--- src/hw/rtl/radix_converter_assert.svh ---
// Assertion macros for the radix converter RTL.
// Expects clk and rst in the scope of the including module; no other dependencies.
`ifndef RADIX_CONVERTER_ASSERT_SVH
`define RADIX_CONVERTER_ASSERT_SVH

// Same-cycle implication, disabled during reset.
`define RC_ASSERT_NOW(lbl, ante, cons, msg) \
  lbl: assert property (@(posedge clk) disable iff (rst) (ante) |-> (cons)) else $error(msg);

// Next-cycle implication, disabled during reset.
`define RC_ASSERT_NEXT(lbl, ante, cons, msg) \
  lbl: assert property (@(posedge clk) disable iff (rst) (ante) |=> (cons)) else $error(msg);

`endif

--- src/hw/rtl/rc_pkg.sv ---
// Shared constants, command codes and helper functions for the radix converter.
// No dependencies; used by rc_div and radix_converter.
package rc_pkg;

  localparam int VALUE_W    = 31;
  localparam int TEXT_W     = 64;
  localparam int LEN_W      = 4;
  localparam int BASE_W     = 4;
  localparam int DIGIT_W    = 4;
  localparam int TEXT_CHARS = 8;
  localparam int RECIP_W    = 32;
  localparam int PROD_W     = VALUE_W + RECIP_W;
  localparam int SUM_W      = VALUE_W + BASE_W;
  localparam int IN_TDATA_W  = 104;
  localparam int OUT_TDATA_W = 104;

  localparam logic [VALUE_W-1:0] VALUE_MAX = {VALUE_W{1'b1}};
  localparam logic [BASE_W-1:0]  BASE_MIN  = 4'd2;
  localparam logic [BASE_W-1:0]  BASE_MAX  = 4'd10;

  typedef enum logic [1:0] {
    CMD_TO_BIN    = 2'd0,
    CMD_TO_DIGITS = 2'd1,
    CMD_TO_HEX    = 2'd2,
    CMD_FROM_HEX  = 2'd3
  } cmd_t;

  // floor(2^32 / d) for the divisors in use
  function automatic logic [RECIP_W-1:0] recip(input logic [BASE_W-1:0] d);
    logic [RECIP_W-1:0] r;
    case (d)
      4'd2:    r = 32'h8000_0000;
      4'd3:    r = 32'h5555_5555;
      4'd4:    r = 32'h4000_0000;
      4'd5:    r = 32'h3333_3333;
      4'd6:    r = 32'h2AAA_AAAA;
      4'd7:    r = 32'h2492_4924;
      4'd8:    r = 32'h2000_0000;
      4'd9:    r = 32'h1C71_C71C;
      4'd10:   r = 32'h1999_9999;
      default: r = '0;
    endcase
    return r;
  endfunction

  function automatic logic [7:0] hex_char(input logic [3:0] nib);
    logic [7:0] c;
    if (nib < 4'd10) begin
      c = 8'h30 + {4'h0, nib};
    end else begin
      c = 8'h41 + {4'h0, nib} - 8'd10;
    end
    return c;
  endfunction

  function automatic logic [3:0] hex_value(input logic [7:0] c);
    logic [3:0] v;
    if (c >= 8'h30 && c <= 8'h39) begin
      v = 4'(c - 8'h30);
    end else if (c >= 8'h41 && c <= 8'h46) begin
      v = 4'(c - 8'h41 + 8'd10);
    end else begin
      v = '0;
    end
    return v;
  endfunction

endpackage

--- src/hw/rtl/rc_div.sv ---
// Shared divide-by-small-constant unit: reciprocal multiply, then one correction step.
// Depends on rc_pkg. Load phase registers the product, next cycle gives q and r.
module rc_div (
  input  logic                         clk,
  input  logic                         load,
  input  logic [rc_pkg::VALUE_W-1:0]   num,
  input  logic [rc_pkg::BASE_W-1:0]    divisor,
  output logic [rc_pkg::VALUE_W-1:0]   quot,
  output logic [rc_pkg::DIGIT_W-1:0]   rem
);

  logic [rc_pkg::PROD_W-1:0]  prod;
  logic [rc_pkg::VALUE_W-1:0] q0;
  logic [rc_pkg::VALUE_W+rc_pkg::BASE_W-1:0] qd;
  logic [rc_pkg::VALUE_W-1:0] r0;

  always_ff @(posedge clk) begin
    if (load) begin
      prod <= rc_pkg::PROD_W'(num) * rc_pkg::PROD_W'(rc_pkg::recip(divisor));
    end
  end

  // q0 is the true quotient or one below it
  always_comb begin
    q0 = prod[rc_pkg::PROD_W-1:rc_pkg::RECIP_W];
    qd = (rc_pkg::VALUE_W+rc_pkg::BASE_W)'(q0)
       * (rc_pkg::VALUE_W+rc_pkg::BASE_W)'(divisor);
    r0 = num - qd[rc_pkg::VALUE_W-1:0];
    if (r0 >= rc_pkg::VALUE_W'(divisor)) begin
      quot = q0 + 1'b1;
      rem  = rc_pkg::DIGIT_W'(r0 - rc_pkg::VALUE_W'(divisor));
    end else begin
      quot = q0;
      rem  = r0[rc_pkg::DIGIT_W-1:0];
    end
  end

endmodule

--- src/hw/rtl/radix_converter.sv ---
// Accept to result valid: ops 0/1 step DIV_MUL, DIV_FIX per digit D peeled off by the
// divider (up to 10 for op 0, up to 31 for op 1 in base 2), a last DIV_MUL, then FINISH;
// op 2 steps HEX_FMT per hex char (1..8), op 3 HEX_PARSE per char of the clamped text_length.
// Ops 2/3 then end in FINISH. One item in flight; next taken after the result register loads.
// Synchronous active-high reset returns the sequencer to idle and clears m_axis_tvalid.
// Top level of the radix converter; depends on rc_pkg, rc_div and radix_converter_assert.svh.
`include "radix_converter_assert.svh"

module radix_converter (
  input  logic                             clk,
  input  logic                             rst,
  input  logic                             s_axis_tvalid,
  output logic                             s_axis_tready,
  // tdata, low bit up: number_in[30:0], base[34:31], text_in[98:35],
  // text_length[102:99], zero pad[103]
  input  logic [rc_pkg::IN_TDATA_W-1:0]    s_axis_tdata,
  // tuser: cmd[1:0]
  input  logic [1:0]                       s_axis_tuser,
  output logic                             m_axis_tvalid,
  input  logic                             m_axis_tready,
  // tdata, low bit up: result_value[30:0], result_text[94:31],
  // result_length[98:95], overflow[99], zero pad[103:100]
  output logic [rc_pkg::OUT_TDATA_W-1:0]   m_axis_tdata
);

  typedef enum logic [2:0] {
    ST_IDLE,
    ST_DIV_MUL,
    ST_DIV_FIX,
    ST_HEX_FMT,
    ST_HEX_PARSE,
    ST_FINISH
  } state_t;

  state_t state;

  // item registers
  rc_pkg::cmd_t                    cmd;
  logic [rc_pkg::VALUE_W-1:0]      n;       // dividend, or nibble source for op 2
  logic [rc_pkg::BASE_W-1:0]       dv;      // divisor: 10 for op 0, base for op 1
  logic [rc_pkg::BASE_W-1:0]       wmul;    // weight step: base for op 0, 10 for op 1
  logic [rc_pkg::VALUE_W:0]        acc;     // 32 bits: op 3 parses up to 8 nibbles
  logic [rc_pkg::VALUE_W-1:0]      weight;
  logic                            wbig;    // weight has passed the value range
  logic                            pend;    // a digit waits to be accumulated
  logic [rc_pkg::DIGIT_W-1:0]      digit;
  logic                            ovf;
  logic [rc_pkg::TEXT_W-1:0]       text;
  logic [rc_pkg::LEN_W-1:0]        cnt;

  // input unpack
  logic [rc_pkg::VALUE_W-1:0]      in_number;
  logic [rc_pkg::BASE_W-1:0]       in_base;
  logic [rc_pkg::TEXT_W-1:0]       in_text;
  logic [rc_pkg::LEN_W-1:0]        in_len;
  logic [rc_pkg::BASE_W-1:0]       base_c;
  logic [rc_pkg::LEN_W-1:0]        len_c;
  rc_pkg::cmd_t                    in_cmd;

  // datapath
  logic [rc_pkg::SUM_W-1:0]        acc_sum;
  logic [rc_pkg::SUM_W-1:0]        w_prod;
  logic [rc_pkg::VALUE_W-1:0]      div_q;
  logic [rc_pkg::DIGIT_W-1:0]      div_r;
  logic [rc_pkg::VALUE_W-1:0]      n_shr;

  // result
  logic                            out_sat;
  logic [rc_pkg::VALUE_W-1:0]      out_value;
  logic [rc_pkg::TEXT_W-1:0]       out_text;
  logic [rc_pkg::LEN_W-1:0]        out_len;

  assign s_axis_tready = (state == ST_IDLE);

  always_comb begin
    in_number = s_axis_tdata[30:0];
    in_base   = s_axis_tdata[34:31];
    in_text   = s_axis_tdata[98:35];
    in_len    = s_axis_tdata[102:99];
    in_cmd    = rc_pkg::cmd_t'(s_axis_tuser);
    // out-of-range bases pin to the nearest legal one
    if (in_base < rc_pkg::BASE_MIN) begin
      base_c = rc_pkg::BASE_MIN;
    end else if (in_base > rc_pkg::BASE_MAX) begin
      base_c = rc_pkg::BASE_MAX;
    end else begin
      base_c = in_base;
    end
    if (in_len > rc_pkg::LEN_W'(rc_pkg::TEXT_CHARS)) begin
      len_c = rc_pkg::LEN_W'(rc_pkg::TEXT_CHARS);
    end else begin
      len_c = in_len;
    end
  end

  // shared divider: one digit per DIV_MUL/DIV_FIX pass
  rc_div u_div (
    .clk     (clk),
    .load    (state == ST_DIV_MUL),
    .num     (n),
    .divisor (dv),
    .quot    (div_q),
    .rem     (div_r)
  );

  // digit accumulate and weight step, both off registered values
  always_comb begin
    acc_sum = rc_pkg::SUM_W'(acc) + rc_pkg::SUM_W'(digit) * rc_pkg::SUM_W'(weight);
    w_prod  = rc_pkg::SUM_W'(weight) * rc_pkg::SUM_W'(wmul);
    n_shr   = n >> 4;
  end

  always_comb begin
    // acc[31] rises on op 3, or on ops 0/1 together with ovf; ops 0/1 hold acc in range unless ovf is set
    out_sat  = ovf | acc[rc_pkg::VALUE_W];
    if (out_sat && (cmd != rc_pkg::CMD_TO_HEX)) begin
      out_value = rc_pkg::VALUE_MAX;
    end else begin
      out_value = acc[rc_pkg::VALUE_W-1:0];
    end
    out_text = (cmd == rc_pkg::CMD_TO_HEX) ? text : '0;
    out_len  = (cmd == rc_pkg::CMD_TO_HEX) ? cnt  : '0;
  end

  always_ff @(posedge clk) begin
    if (rst) begin
      state         <= ST_IDLE;
      m_axis_tvalid <= 1'b0;
    end else begin
      // ST_FINISH always leaves tvalid high, so it owns tvalid in that state
      if (m_axis_tready && (state != ST_FINISH)) begin
        m_axis_tvalid <= 1'b0;
      end
      case (state)
        ST_IDLE: begin
          if (s_axis_tvalid) begin
            cmd    <= in_cmd;
            n      <= in_number;
            acc    <= '0;
            weight <= rc_pkg::VALUE_W'(1);
            wbig   <= 1'b0;
            pend   <= 1'b0;
            digit  <= '0;
            ovf    <= 1'b0;
            case (in_cmd)
              rc_pkg::CMD_TO_BIN: begin
                dv    <= rc_pkg::BASE_MAX;
                wmul  <= base_c;
                text  <= '0;
                cnt   <= '0;
                state <= ST_DIV_MUL;
              end
              rc_pkg::CMD_TO_DIGITS: begin
                dv    <= base_c;
                wmul  <= rc_pkg::BASE_MAX;
                text  <= '0;
                cnt   <= '0;
                state <= ST_DIV_MUL;
              end
              rc_pkg::CMD_TO_HEX: begin
                text  <= '0;
                cnt   <= '0;
                state <= ST_HEX_FMT;
              end
              default: begin
                text  <= in_text;
                cnt   <= len_c;
                state <= ST_HEX_PARSE;
              end
            endcase
          end
        end
        ST_DIV_MUL: begin
          if (pend) begin
            if (digit != '0) begin
              if (wbig) begin
                ovf <= 1'b1;
              end else begin
                if (acc_sum > rc_pkg::SUM_W'(rc_pkg::VALUE_MAX)) begin
                  ovf <= 1'b1;
                end
                acc <= acc_sum[rc_pkg::VALUE_W:0];
              end
            end
            // weight stops growing once past range; any later nonzero digit overflows
            if (!wbig) begin
              if (w_prod > rc_pkg::SUM_W'(rc_pkg::VALUE_MAX)) begin
                wbig <= 1'b1;
              end else begin
                weight <= w_prod[rc_pkg::VALUE_W-1:0];
              end
            end
            pend <= 1'b0;
          end
          if (n == '0) begin
            state <= ST_FINISH;
          end else begin
            state <= ST_DIV_FIX;
          end
        end
        ST_DIV_FIX: begin
          n     <= div_q;
          digit <= div_r;
          pend  <= 1'b1;
          state <= ST_DIV_MUL;
        end
        ST_HEX_FMT: begin
          // low nibble first, inserted at the top: ends most significant first
          text <= {rc_pkg::hex_char(n[3:0]), text[rc_pkg::TEXT_W-1:8]};
          n    <= n_shr;
          cnt  <= cnt + 1'b1;
          if ((n_shr == '0) || (cnt == rc_pkg::LEN_W'(rc_pkg::TEXT_CHARS - 1))) begin
            ovf   <= (n_shr != '0);
            state <= ST_FINISH;
          end
        end
        ST_HEX_PARSE: begin
          if (cnt == '0) begin
            state <= ST_FINISH;
          end else begin
            acc  <= {acc[rc_pkg::VALUE_W-4:0],
                     rc_pkg::hex_value(text[rc_pkg::TEXT_W-1 -: 8])};
            text <= {text[rc_pkg::TEXT_W-9:0], 8'h00};
            cnt  <= cnt - 1'b1;
          end
        end
        ST_FINISH: begin
          if (!m_axis_tvalid || m_axis_tready) begin
            m_axis_tdata  <= {4'b0000, out_sat, out_len, out_text, out_value};
            m_axis_tvalid <= 1'b1;
            state         <= ST_IDLE;
          end
        end
        default: begin
          state <= ST_IDLE;
        end
      endcase
    end
  end

  `RC_ASSERT_NEXT(a_busy_after_accept, s_axis_tvalid && s_axis_tready, !s_axis_tready, "ready right after accept")
  `RC_ASSERT_NOW(a_div_rem_range, state == ST_DIV_FIX, div_r < dv, "divider remainder not below divisor")
  `RC_ASSERT_NOW(a_sat_value, m_axis_tvalid && (m_axis_tdata[98:95] == '0) && m_axis_tdata[99], m_axis_tdata[30:0] == rc_pkg::VALUE_MAX, "overflow without saturated value")
  `RC_ASSERT_NOW(a_no_text, m_axis_tvalid && (m_axis_tdata[98:95] == '0), m_axis_tdata[94:31] == '0, "text on a numeric result")

endmodule

--- config.mk ---
export PLATFORM = sky130hd
export DESIGN_NAME = radix_converter
export DESIGN_NICKNAME = d
export VERILOG_FILES = /design/src/hw/rtl/rc_pkg.sv /design/src/hw/rtl/rc_div.sv /design/src/hw/rtl/radix_converter.sv
export VERILOG_INCLUDE_DIRS = /design/src /design/src/hw/rtl
export SDC_FILE = /design/constraint.sdc
export NUM_CORES = 2
export LEC_CHECK = 0
export ABC_AREA = 1
export BUFFER_PORTS_ARGS = -buffer_cell sky130_fd_sc_hd__clkbuf_2
export CAP_MARGIN = 20
export CORE_ASPECT_RATIO = 1.4
export CORE_UTILIZATION = 35
export DETAILED_ROUTE_END_ITERATION = 8
export GPL_ROUTABILITY_DRIVEN = 1
export SYNTH_ARGS = -nofsm -noshare
export SYNTH_HDL_FRONTEND = slang
export SYNTH_SLANG_ARGS = --single-unit
--- constraint.sdc ---
create_clock -name clk -period 13.8 [get_ports clk]
set_clock_uncertainty 0.2 [all_clocks]
set_input_delay 0 -clock clk [delete_from_list [all_inputs] [get_ports clk]]
set_output_delay 0 -clock clk [all_outputs]
set_load 0.005 [all_outputs]
==> results.toml <==
[grt]
use_met3_pct = 2.288
antenna_found_initial = 10
use_met1_pct = 27.77
grt_pass1_wl_um = 266700
grt_pass1_vias = 45390
grt-ovfl-total = 0
grt-busiest-layer = "met2"
grt_max_degree = 89
track_usage_pct = 22.63
globalRouteMet2Util_pct = 39.67

[cells_and_area]
post-route-util_pct = 38.95
fin_area_um2 = 58890
layout_common_cells = "1793 x inv_1, 1660 x nand2_1, 791 x fa_1"
seq_area_um2 = 9693
fill_cells = 15426
nets = 8264
drive_above_1_share_pct = 5.476
areaGrowthSynthToFinish_pct = 10.61
layout_commonest_cell = "inv_1"
multiInputGateArea_um2 = 35760

[floorplanning]
die_x_um = 331.6
initial_core_util_pct = 35.21
row_count = 169
core_um2 = 151200
die-area_um2 = 153700
ios = 216
die_height_um = 463.5

[detailed_routing]
firstDrtPassIters = 7
wl_per_cell_um = 19.45
drtIter0Drc = 3281
drc_errors = 0
vias = 43843
routed_via_density = 4.907
final_antenna_net_count = 0
routed_wl_um = 173800

[placement]
gp_congestion = 0.9692
hpwl_um = 141500
place_area_um2 = 56230
io_buffers = 210

[yosys]
syn-mean-instance-area_um2 = 7.881
synth_area_um2 = 53240
ys_seq_elements = 329
synth_area_leaders = "fa_1 30%, edfxtp_1 17%, inv_1 13%"
yosysSeqAreaShare_pct = 18.20
synth_top_flop_cell = "edfxtp_1"
yosysTopAreaCell = "fa_1"
netlist.area_leader.share_pct = 29.74
synth-async-reset-ratio_pct = 0
synth_edf_count = 310
yosys_warnings = 0
syn_inst = 6756
synth_cell_types = 57

[timing]
hold_viol = 0
tightest_slew_ps = 1174
max_freq_mhz = 120.7
rsz0062_at_grt = "false"
maxSlewViolCount = 0
maxSlewHeadroom_pct = 21.70
min_period_ps = 8286
setup_viol = 0
post-route-period-util_pct = 60.04
setup_tns_ps = 0

[critical_path]
path_class = "register to register"
cp.arrival_ps = 8400
worstPathRequired_ps = 13910
start_kind = "register"
endpoint_kind = "register"
critPathMaxFanout = 17

[cts]
clock-sinks = 329
cts_tree = "done"
path_clk_slew_ps = 60
cts-root-buf = "clkbuf_16"
clock_path_buffers = 3
htreeDepth = 2
clkLatencyLatePin_ps = 580
cts_inserted_buffers = 39
cts_resized = 0

[job]
drv_cap = 0

[worst_hold_path]
hold_class = "input pin to register"

[outcome]
status = "finished, final reports clean"
final cells by class:
class	instances	area share [%]
well taps	1966	4.177
inverters	1806	11.51
clock inverters	22	0.4016
clock buffers	48	1.785
flip-flops and latches	329	16.46
multi-input cells	4360	60.72
diodes	10	0.04249
repair buffers	393	4.904
metrics by stage:
stage	cells	setup slack (ps)	hold slack, ps
4_1_cts	8916	5600	22.05
5_1_grt	8924	5041	57.16
6_report	8934	5514	63.54
2_1_floorplan	6759	2545	-130.9
3_5_place_dp	8733	5609	36.53
3_3_place_gp	8732	5605	34.41
worst paths after layout:
kind	start	end	slack, ps	cells after the start
hold reg to reg	text[2]	m_axis_tdata[33]	360	2
hold / removal	s_axis_tdata[39]	text[4]	60	4
setup reg to reg	n[5]	u_div.prod[60]	5510	25
setup / recovery	n[5]	u_div.prod[60]	5510	25
sequential cells by signal (all words and copies together) (netlist names), named ones only:
signal and flops:
n 31, m_axis_tdata 100, m_axis_tvalid 1, digit 4, ovf 1, text 64, u_div.prod 31, pend 1
acc 32, dv 4, cmd 2, wbig 1, weight 31, state 3, wmul 4, cnt 4
critical path, stage by stage, from the launching register on:
cell and delay [ps]:
edfxtp_1 1090, nand2_1 100, inv_1 120, fa_1 490, fa_1 560, xor2_1 170, ha_1 210, a21o_1 170
fa_1 570, fa_1 470, fa_1 610, fa_1 470, fa_1 490, ha_1 370, a21oi_1 170, inv_1 70
a31oi_1 270, o21ai_0 220, a21oi_1 160, o21ai_0 260, a21oi_1 380, inv_1 80, nand4_1 130, nand2_1 70
nand2_1 50, nand2_1 70
synthesized netlist by cell type, drive strengths merged (5+ instances only):
| master | n |
|---|---|
| a211oi | 5 |
| a21o | 25 |
| a21oi | 249 |
| a221oi | 7 |
| a31oi | 27 |
| and2 | 8 |
| buf | 29 |
| clkbuf | 235 |
| dfxtp | 19 |
| edfxtp | 310 |
| fa | 791 |
| ha | 434 |
| inv | 1803 |
| nand2 | 1666 |
| nand3 | 138 |
| nand4 | 37 |
| nor2 | 398 |
| nor3 | 46 |
| nor4 | 16 |
| o211ai | 12 |
| o21a | 14 |
| o21ai | 191 |
| o21bai | 30 |
| o221ai | 56 |
| o22ai | 15 |
| o32ai | 5 |
| xnor2 | 57 |
| xor2 | 100 |
logic make-up (layout without fill, tap and decap cells):
family                   count (synthesis)  after routing  synth area share, %
AND/OR/NAND/NOR                       2317           2317                17.21
other                                    1             14             0.007043
XOR/XNOR                               157            157                2.583
flip-flops                             329            329                18.20
AO/OA/AOI/OAI                          657            657                7.306
buffers and inverters                 2070           2269                14.76
adder cells (fa/ha/maj)               1225           1225                39.94
routing by layer:
metal  routed length, um  vias up
met5                  23        -
met3                9742      346
li1                    -    20600
met2               86480     1489
met4                9128        4
met1               68390    21404
what timing repair did:
item                                   4_1_cts  5_1_grt
endpoints found under the hold margin      158        0
setup endpoints to repair                    0        0
hold buffers                               113        0
setup buffers                                0        0
Power is not shown: default switching activity piles up to over one toggle a cycle in this logic, so the estimate is an artifact.
